### config.mk
export PLATFORM = sky130hd
export DESIGN_NAME = bawc_emit
export DESIGN_NICKNAME = d
export VERILOG_FILES = /design/src/sv/bawc_pkg.sv /design/src/sv/bawc_emit.sv
export SDC_FILE = /design/constraint.sdc
export NUM_CORES = 1
export LEC_CHECK = 0
export ABC_AREA = 1
export BUFFER_PORTS_ARGS = -buffer_cell sky130_fd_sc_hd__buf_2
export CORE_MARGIN = 4
export CORE_UTILIZATION = 60
export CTS_BUF_LIST = sky130_fd_sc_hd__clkbuf_2 sky130_fd_sc_hd__clkbuf_4 sky130_fd_sc_hd__clkbuf_8
export CTS_CLUSTER_SIZE = 8
export DETAILED_ROUTE_END_ITERATION = 16
export GPL_TIMING_DRIVEN = 1
export PLACE_DENSITY_LB_ADDON = 0.05
export SETUP_SLACK_MARGIN = 0.1
export SLEW_MARGIN = 20
export SYNTH_ARGS = -nofsm -noshare
export SYNTH_HDL_FRONTEND = slang
export SYNTH_SLANG_ARGS = --single-unit
### constraint.sdc
create_clock -name clock -period 7 [get_ports clock]
set_clock_uncertainty 0.05 [all_clocks]
set_input_delay 0.7 -clock clock [delete_from_list [all_inputs] [get_ports clock]]
set_output_delay 0.7 -clock clock [all_outputs]
set_load 0.05 [all_outputs]
### src/sv/bawc_pkg.sv
// Shared types and constants for the blob autotile window classifier.
// Used by bawc_window, bawc_emit and the top level; no dependencies.
`timescale 1ns / 1ps

package bawc_pkg;

   // frame limits and derived widths
   localparam int unsigned MAX_WIDTH  = 1024;
   localparam int unsigned MAX_HEIGHT = 1024;
   localparam int unsigned COL_W      = $clog2(MAX_WIDTH);
   localparam int unsigned ROW_W      = $clog2(MAX_HEIGHT);

   // fixed field widths
   localparam int unsigned DIM_W   = 11;
   localparam int unsigned TS_W    = 8;
   localparam int unsigned GRID_W  = 10;
   localparam int unsigned WORLD_W = 18;
   localparam int unsigned IDX_W   = 6;
   localparam int unsigned CODE_W  = 3;
   localparam int unsigned WCOL_W  = 3 * CODE_W;
   localparam int unsigned SLOTS   = 4;

   // input pixel codes
   localparam logic [7:0] TILE_SOLID   = 8'd0;
   localparam logic [7:0] TILE_ITEM    = 8'd1;
   localparam logic [7:0] OPACITY_NONE = 8'd0;
   localparam logic [7:0] OPACITY_FULL = 8'd255;

   // configuration register indexes
   typedef enum logic [1:0] {
      REG_IMAGE_WIDTH  = 2'd0,
      REG_IMAGE_HEIGHT = 2'd1,
      REG_TILE_SIZE    = 2'd2
   } reg_index_type;

   // result kinds
   typedef enum logic [1:0] {
      KIND_NONE  = 2'd0,
      KIND_SOLID = 2'd1,
      KIND_ITEM  = 2'd2
   } kind_type;

   // frame geometry from the register block
   typedef struct packed {
      logic [COL_W-1:0] width_last;
      logic [ROW_W-1:0] height_last;
      logic             restart;
   } win_cfg_type;

   // up to four results caused by one input word
   // slot 0: (r-1, c-1), slot 1: (r-1, c), slot 2: (r, c-1), slot 3: (r, c)
   typedef struct packed {
      logic [SLOTS-1:0]            mask;
      kind_type [SLOTS-1:0]        kind;
      logic [SLOTS-1:0][IDX_W-1:0] idx;
      logic [COL_W-1:0]            col;
      logic [ROW_W-1:0]            row;
   } group_type;

endpackage

### src/sv/bawc_emit.sv
// Result serializer and output register for the window classifier.
// Depends on bawc_pkg; takes groups from bawc_window.
`timescale 1ns / 1ps

module bawc_emit (
   input  logic                 clock,
   input  logic                 reset,
   input  bawc_pkg::group_type  grp,
   input  logic                 grp_valid,
   output logic                 grp_ready,
   input  logic [7:0]           world_scale,
   output logic                 rsp_tvalid,
   input  logic                 rsp_tready,
   // grid_col[9:0], grid_row[19:10], world_x[37:20], world_y[55:38],
   // tile_index[61:56], zero[63:62]
   output logic [63:0]          rsp_tdata,
   output logic                 rsp_tlast,   // run_last
   output logic [2:0]           rsp_tuser    // kind[1:0], frame_last[2]
);
   import bawc_pkg::*;

   // pending group
   group_type        grp_ff;
   logic [SLOTS-1:0] mask_ff, mask_in;

   // output register
   logic               out_valid_ff, out_valid_in;
   logic [GRID_W-1:0]  out_col_ff;
   logic [GRID_W-1:0]  out_row_ff;
   logic [WORLD_W-1:0] out_wx_ff;
   logic [WORLD_W-1:0] out_wy_ff;
   kind_type           out_kind_ff;
   logic [IDX_W-1:0]   out_idx_ff;
   logic               out_run_last_ff;
   logic               out_frame_last_ff;

   logic [1:0]             sel;
   logic [SLOTS-1:0]       low, rest;
   logic                   out_ready, emit, load;
   logic [COL_W-1:0]       col_sel;
   logic [ROW_W-1:0]       row_sel;
   logic [COL_W+TS_W-1:0]  prod_x;
   logic [ROW_W+TS_W-1:0]  prod_y;

   // lowest pending slot goes first
   always_comb begin
      if (mask_ff[0])      sel = 2'd0;
      else if (mask_ff[1]) sel = 2'd1;
      else if (mask_ff[2]) sel = 2'd2;
      else                 sel = 2'd3;
   end
   assign low  = SLOTS'(1) << sel;
   assign rest = mask_ff & ~low;

   assign out_ready = !out_valid_ff || rsp_tready;
   assign emit      = (mask_ff != '0) && out_ready;
   assign grp_ready = (mask_ff == '0) || (out_ready && rest == '0);
   assign load      = grp_valid && grp_ready;

   always_comb begin
      mask_in = mask_ff;
      if (load)      mask_in = grp.mask;
      else if (emit) mask_in = rest;
   end

   always_comb begin
      out_valid_in = out_valid_ff;
      if (emit)            out_valid_in = 1'b1;
      else if (rsp_tready) out_valid_in = 1'b0;
   end

   // position of the selected slot and its world coordinates
   assign col_sel = sel[0] ? grp_ff.col : grp_ff.col - 1'b1;
   assign row_sel = sel[1] ? grp_ff.row : grp_ff.row - 1'b1;
   assign prod_x  = (COL_W+TS_W)'(col_sel) * (COL_W+TS_W)'(world_scale);
   assign prod_y  = (ROW_W+TS_W)'(row_sel) * (ROW_W+TS_W)'(world_scale);

   always_ff @(posedge clock) begin
      if (load) grp_ff <= grp;
      if (emit) begin
         out_col_ff        <= GRID_W'(col_sel);
         out_row_ff        <= GRID_W'(row_sel);
         out_wx_ff         <= WORLD_W'(prod_x);
         out_wy_ff         <= WORLD_W'(prod_y);
         out_kind_ff       <= grp_ff.kind[sel];
         out_idx_ff        <= grp_ff.idx[sel];
         out_run_last_ff   <= (rest == '0);
         out_frame_last_ff <= (sel == 2'd3);
      end
   end

   always_ff @(posedge clock) begin
      if (reset) begin
         mask_ff      <= '0;
         out_valid_ff <= 1'b0;
      end else begin
         mask_ff      <= mask_in;
         out_valid_ff <= out_valid_in;
      end
   end

   assign rsp_tvalid = out_valid_ff;
   assign rsp_tdata  = {2'b00, out_idx_ff, out_wy_ff, out_wx_ff, out_row_ff, out_col_ff};
   assign rsp_tlast  = out_run_last_ff;
   assign rsp_tuser  = {out_frame_last_ff, out_kind_ff};

   a_frame_run: assert property (@(posedge clock) disable iff (reset)
      out_valid_ff && out_frame_last_ff |-> out_run_last_ff)
      else $error("frame end word not the last of its run");

   a_idx_zero: assert property (@(posedge clock) disable iff (reset)
      out_valid_ff && out_kind_ff != KIND_SOLID |-> out_idx_ff == '0)
      else $error("tile index on a non-solid result");

   a_idx_range: assert property (@(posedge clock) disable iff (reset)
      out_valid_ff && out_kind_ff == KIND_SOLID |-> out_idx_ff <= IDX_W'(46))
      else $error("blob index out of range");

endmodule

==> results of run 1 <==
[logic make-up (layout without fill, tap and decap cells)]
logic type	count (synthesis)	in the layout
buffers and inverters	220	374
AO/OA/AOI/OAI	81	81
adder cells (fa/ha/maj)	174	174
AND/OR/NAND/NOR	325	325
other	1	2
XOR/XNOR	38	38
flip-flops	123	123
[registers in the layout, indices dropped and copies added (netlist names)]
register,count
grp_ff,52
mask_ff,4
out_col_ff,10
out_frame_last_ff,1
out_idx_ff,6
out_kind_ff,2
out_row_ff,10
out_wx_ff,18
out_wy_ff,18
rsp_tlast,1
rsp_tvalid,1
[layout make-up]
class	count	area, µm²
flip-flops and latches	123	3640
inverters	205	772
clock inverters	15	180
multi-input cells	620	5190
fillers	1236	4850
well taps	216	270
clock buffers	17	234
repair buffers	137	691
[per-stage QoR]
| step | worst slack [ns] | area, µm² | cells | utilization |
|---|---|---|---|---|
| after floorplan | 2.10 | 9680 | 963 | - |
| after global placement | 1.68 | 10600 | 1301 | 0.668 |
| after detailed placement | 1.55 | 10600 | 1301 | 0.668 |
| after CTS | 1.52 | 11000 | 1333 | 0.694 |
| after global routing | 1.15 | 11000 | 1333 | 0.694 |
| final | 1.51 | 11000 | 1333 | 0.694 |
[worst max-delay path: cells and delay by family (launching register included)]
kind	cells	cell delay (ns)
AND/OR/NAND/NOR	13	1.47
adder cells (fa/ha/maj)	5	2.37
flip-flops	1	0.40
AO/OA/AOI/OAI	1	0.25
buffers and inverters	7	0.67
[cells in the final DEF (no fill, tap or decap), drive strengths merged]
master	n
inv	211
nor2	169
buf	137
edfxtp	118
nand2	114
fa	96
ha	78
a21oi	29
xor2	26
o21ai	25
clkbuf	17
nor3	17
nand3	17
xnor2	12
o22ai	8
a211oi	8
o21bai	6
dfxtp	5
or2	4
clkinv	4
clkinvlp	3
nand3b	2
o31ai	2
o21a	2
conb	2
bufinv	2
nand4	1
o211ai	1
nand2b	1
[routing by layer]
layer / track usage / share of wire / up-vias / wire length (µm)
met3: 0.0574 / 0.084 / 25 / 1600
met1: 0.306 / 0.43 / 3225 / 8220
met5: 0 / 0 / - / 0
met4: 0.0638 / 0.016 / 0 / 308
met2: 0.355 / 0.47 / 240 / 8930
li1: - / - / 3313 / -
[worst paths after layout]
| kind | cells past startpoint | end | slack, ns | start |
|---|---|---|---|---|
| setup / recovery | 26 | out_wy_ff[17]$_DFFE_PP_ | 1.51 | mask_ff[0]$_SDFFE_PP0P_ |
| hold / removal | 2 | mask_ff[3]$_SDFFE_PP0P_ | 0.36 | reset |
| setup reg to reg | 26 | out_wy_ff[17]$_DFFE_PP_ | 1.51 | mask_ff[0]$_SDFFE_PP0P_ |
| hold reg to reg | 2 | mask_ff[3]$_SDFFE_PP0P_ | 0.46 | mask_ff[3]$_SDFFE_PP0P_ |
==> impl_metrics.toml, run 1 <==
[run_status]
status = "completed"

[clocking]
insertion_delay_ns = 0.46
cts_setup_buffers = 0
cts_buffer_depth = 2
cts_buffers = 17
clk_pin_slew_worst_paths_ns = 0.08
cts.repair.resized = 0
clock-sinks = 123
root_buffer = "clkbuf_8"
htree_levels = 4
hold_buffers = 0
cts_tree = "done"

[worst_setup_path]
cp-end-kind = "register"
max_stage_delay_ns = 0.56
cp.arrival_ns = 5.64
start_kind = "register"
worst-setup-path-type = "register to register"
critPathSlowestCell = "fa_1"
crit_top_cell = "nand2_1"
crit_required_ns = 7.15
crit_fanout = 15

[synth]
synth-seq-cells = 123
synthArstFlopShare = 0
synth-edff-count = 118
synth.most_common_cell = "inv_1"
yosys_warnings = 0
synth_top_family_by_area = "adder cells"
yosys.area_share.simple = 0.145
synth_cells = 962
seq_area_frac_synth = 0.376
syn_area_mm2 = 0.00968
ys_top_cells_by_count = "inv_1, nor2_1, edfxtp_1"
synthXorXnorAreaFrac = 0.0406
synth_cell_type_count = 45
yosysTopAreaCell = "edfxtp_1"
yosys-top-cells-area = "edfxtp_1, fa_1, ha_1"
postSynthAreaPerCell_um2 = 10.1
synth.top_cell.area_share = 0.366
synth_ff_type = "edfxtp_1"
synth_mux_area_frac = 0
synth_compound_area_frac = 0.0501
synthAdderAreaFrac = 0.299

[route]
vias_per_cell = 5.10
drc_errors = 0
postRouteAntennaNets = 0
wirelength_um = 19000
dr.pass1.iters = 5
drt-initial-drc-count = 358
wire_per_inst_um = 14.3
vias = 6803

[sta]
min_period_ns = 5.49
holdWs_ns = 0.355
max_freq_mhz = 182
hold_viol = 0
worstMarginPinSlew_ns = 0.923
setup-tns-final_ns = 0
rsz0062_at_grt = "false"
relSlewSlack = 0.385
final_max_slew_viol_count = 0
setup_viol = 0
period_share = 0.784

[grt]
grt_max_degree = 67
grt_pass1_wl_um = 31900
grt_pass1_vias = 6683
antenna_found_initial = 0
grt_overflow = 0
grtUsageTotal = 0.223

[floorplanning]
num_rows = 46
die_w_um = 135
die_h_um = 135
ios = 138
core-area_mm2 = 0.0158
dieArea_mm2 = 0.0182
start_util = 0.612

[final_layout]
drive_gt1_frac = 0.188
fin_nets = 1346
syn2layout_area_growth_pct = 13.4
n_antenna_cell = 0

[place]
portBuffers = 135
hpwl_um = 14600
globalplace.congestion = 0.875

[worst_hold_path]
min_path_type = "input port to register"

[flow_run]
maxCapViolCount = 0
Power of run 1 is left out: the tool's default activity adds up to more than one toggle a clock period on the data nets, which glitch-free logic cannot reach.
==> run 2, diff against run 1 <==
- ABC_AREA: 1 -> 0
- clock period: 7 -> 5.15 ns (I/O delays scaled with it)
==> run 2 against run 1 <==
Effect of this change:
- global-route usage is 1.9 points higher
- fmax grew 7.5%
- setup slack got worse by 1.5 ns
- hold slack got worse by 0.18 ns
- critical path type unchanged
- largest cell class unchanged
==> impl_metrics.toml, run 2 <==
[synth]
syn_area_mm2 = 0.00956
synth.most_common_cell = "inv_1"
yosys-top-cells-area = "edfxtp_1, fa_1, ha_1"
postSynthAreaPerCell_um2 = 11.3
ys_top_cells_by_count = "inv_1, edfxtp_1, fa_1"
seq_area_frac_synth = 0.381
synth-edff-count = 118
synthArstFlopShare = 0
synth-seq-cells = 123
synth_ff_type = "edfxtp_1"
yosys_warnings = 0
synth.top_cell.area_share = 0.371
synth_cells = 844
yosysTopAreaCell = "edfxtp_1"
synth_cell_type_count = 44

[final_layout]
syn2layout_area_growth_pct = 24.8
fillerInstances = 1031
multi_input_area_mm2 = 0.00584
largest_reg_flops = 52
n_antenna_cell = 0
final_common_cell = "buf_2"
reg_top3 = "grp_ff (52), out_wx_ff (18), out_wy_ff (18)"
top_register = "grp_ff"
drive_gt1_frac = 0.298
final_cell_mix = "buf_2, inv_1, edfxtp_1, fa_1, and2_1"
fin_nets = 1289
instances_no_fill = 1271
regArea_mm2 = 0.00364

[sta]
hold_viol = 0
rsz0062_at_grt = "true"
max_freq_mhz = 196
final_max_slew_viol_count = 0
worst_slack_ns = 0.0450
relSlewSlack = 0.385
period_share = 0.991
worstMarginPinSlew_ns = 0.920
setup_viol = 0
min_period_ns = 5.10

[grt]
grtUsageTotal = 0.242
grt_max_degree = 54
antenna_found_initial = 0
grt_pass1_vias = 7329
grt_pass1_wl_um = 34800
grt_overflow = 0

[route]
vias_per_cell = 5.37
drt-initial-drc-count = 271
wire_per_inst_um = 16.9
drc_errors = 0
wirelength_um = 21500
postRouteAntennaNets = 0
dr.pass1.iters = 5
vias = 6823

[worst_hold_path]
hp-start = "grp[17]"
min_path_type = "input port to register"

[clocking]
cts_buffer_depth = 2
root_buffer = "clkbuf_8"
hold_buffers = 0
cts_tree = "done"
htree_levels = 4
cts_buffers = 17
insertion_delay_ns = 0.46
clock-sinks = 123
clk_pin_slew_worst_paths_ns = 0.09

[floorplanning]
ios = 138
die_h_um = 134
num_rows = 45
dieArea_mm2 = 0.0180
core-area_mm2 = 0.0154
die_w_um = 134
start_util = 0.620

[worst_setup_path]
cp-end-kind = "register"
cp_cell_sequence = "or3_1, or2_4, or4_4, xor2_4, nor2b_2, fa_1, fa_1, fa_1, inv_1, fa_1, inv_2, ha_4, a21oi_4, nand2_2, o2111ai_4, a41oi_2, xnor2_1"
critPathTopFamily = "adder cells"
crit_start = "grp_ff[15]$_DFFE_PP_"
crit_required_ns = 5.31
r2r-start = "grp_ff[15]$_DFFE_PP_"
max_stage_delay_ns = 0.50
worst-path-buf-inv = 2
start_kind = "register"
crit_fanout = 4
critPathSlowestCell = "fa_1"
worst-setup-path-type = "register to register"
crit_top_cell = "fa_1"
cp.arrival_ns = 5.27

[power]
fin_total_pwr_w = 0.00645
p_leak_nw = 5.40
powerDensity_mw_per_mm2 = 540
peakVddDrop_mv = 0.358

[flow_run]
maxCapViolCount = 0

[place]
portBuffers = 135
dp_cells = 1221
hpwl_um = 15400
pre_cts_slack_ns = -0.197
globalplace.congestion = 0.873

[run_status]
status = "completed"
==> run 2: cell types whose count changed in the layout (fill, tap and decap cells not counted), sizes merged, moves of 9 or more <==
cell and delta:
nand3 -15, nor2 -152, and2 +75, o22ai +9
a21o +9, nand2b +13, inv -63, buf +68
nand2 -76, xnor2 +14, nor2b +62
==> run 2: cell type report <==
type,instances,area share
repair buffers,205,0.102
well taps,211,0.0221
inverters,139,0.0437
flip-flops and latches,123,0.305
clock buffers,17,0.0196
clock inverters,15,0.0188
multi-input cells,561,0.489
==> run 2: metal layers <==
metal | global-route usage | wire (µm) | up-vias
met5 | 0 | 0 | -
met1 | 0.310 | 9040 | 3380
li1 | - | - | 3186
met3 | 0.0585 | 1430 | 38
met4 | 0.0814 | 435 | 0
met2 | 0.406 | 10600 | 219
==> run 2: path summary, 6_finish.rpt <==
check	end	slack, ns	depth (start not counted)
worst max-delay path	out_wx_ff[17]$_DFFE_PP_	0.05	17
worst min-delay path	grp_ff[17]$_DFFE_PP_	0.18	1
worst max register to register	out_wx_ff[17]$_DFFE_PP_	0.05	17
worst min register to register	mask_ff[3]$_SDFFE_PP0P_	0.49	2
==> run 2: logic make-up (layout without fill, tap and decap cells) <==
kind of cell | Yosys count | after routing | share of synthesized area
AND/OR/NAND/NOR | 233 | 233 | 0.138
other | 1 | 2 | 0.000392
multiplexers | 1 | 1 | 0.00105
XOR/XNOR | 46 | 46 | 0.0441
AO/OA/AOI/OAI | 104 | 104 | 0.0669
adder cells (fa/ha/maj) | 175 | 175 | 0.304
buffers and inverters | 161 | 376 | 0.0646
flip-flops | 123 | 123 | 0.381
==> run 2: what timing repair did <==
| action | in CTS | in global routing |
|---|---|---|
| setup endpoints to repair | 15 | 16 |
| resized for setup | 27 | 63 |
| pin swaps | 15 | 25 |
| endpoints found under the hold margin | 0 | 0 |
| setup buffers | 9 | 11 |
==> run 2: per-stage QoR <==
stage / hold slack (ns) / util / TNS (ns) / instance area (µm²)
finish: 0.179 / 0.774 / 0 / 11900
global placement: 0.447 / 0.706 / -0.0519 / 10900
floorplan: 0.422 / - / 0 / 9650
CTS: 0.155 / 0.749 / 0 / 11600
global route: 0.148 / 0.774 / -0.722 / 11900
detailed placement: 0.475 / 0.706 / -1.07 / 10900
==> run 2: power breakdown <==
part,switching (W),internal (W),total (W)
logic,0.00231,0.00163,0.00394
registers,0.0000518,0.00145,0.00150
clock network,0.000466,0.000548,0.00101
total,0.00283,0.00362,0.00645
(Power assumes the default switching activity.)
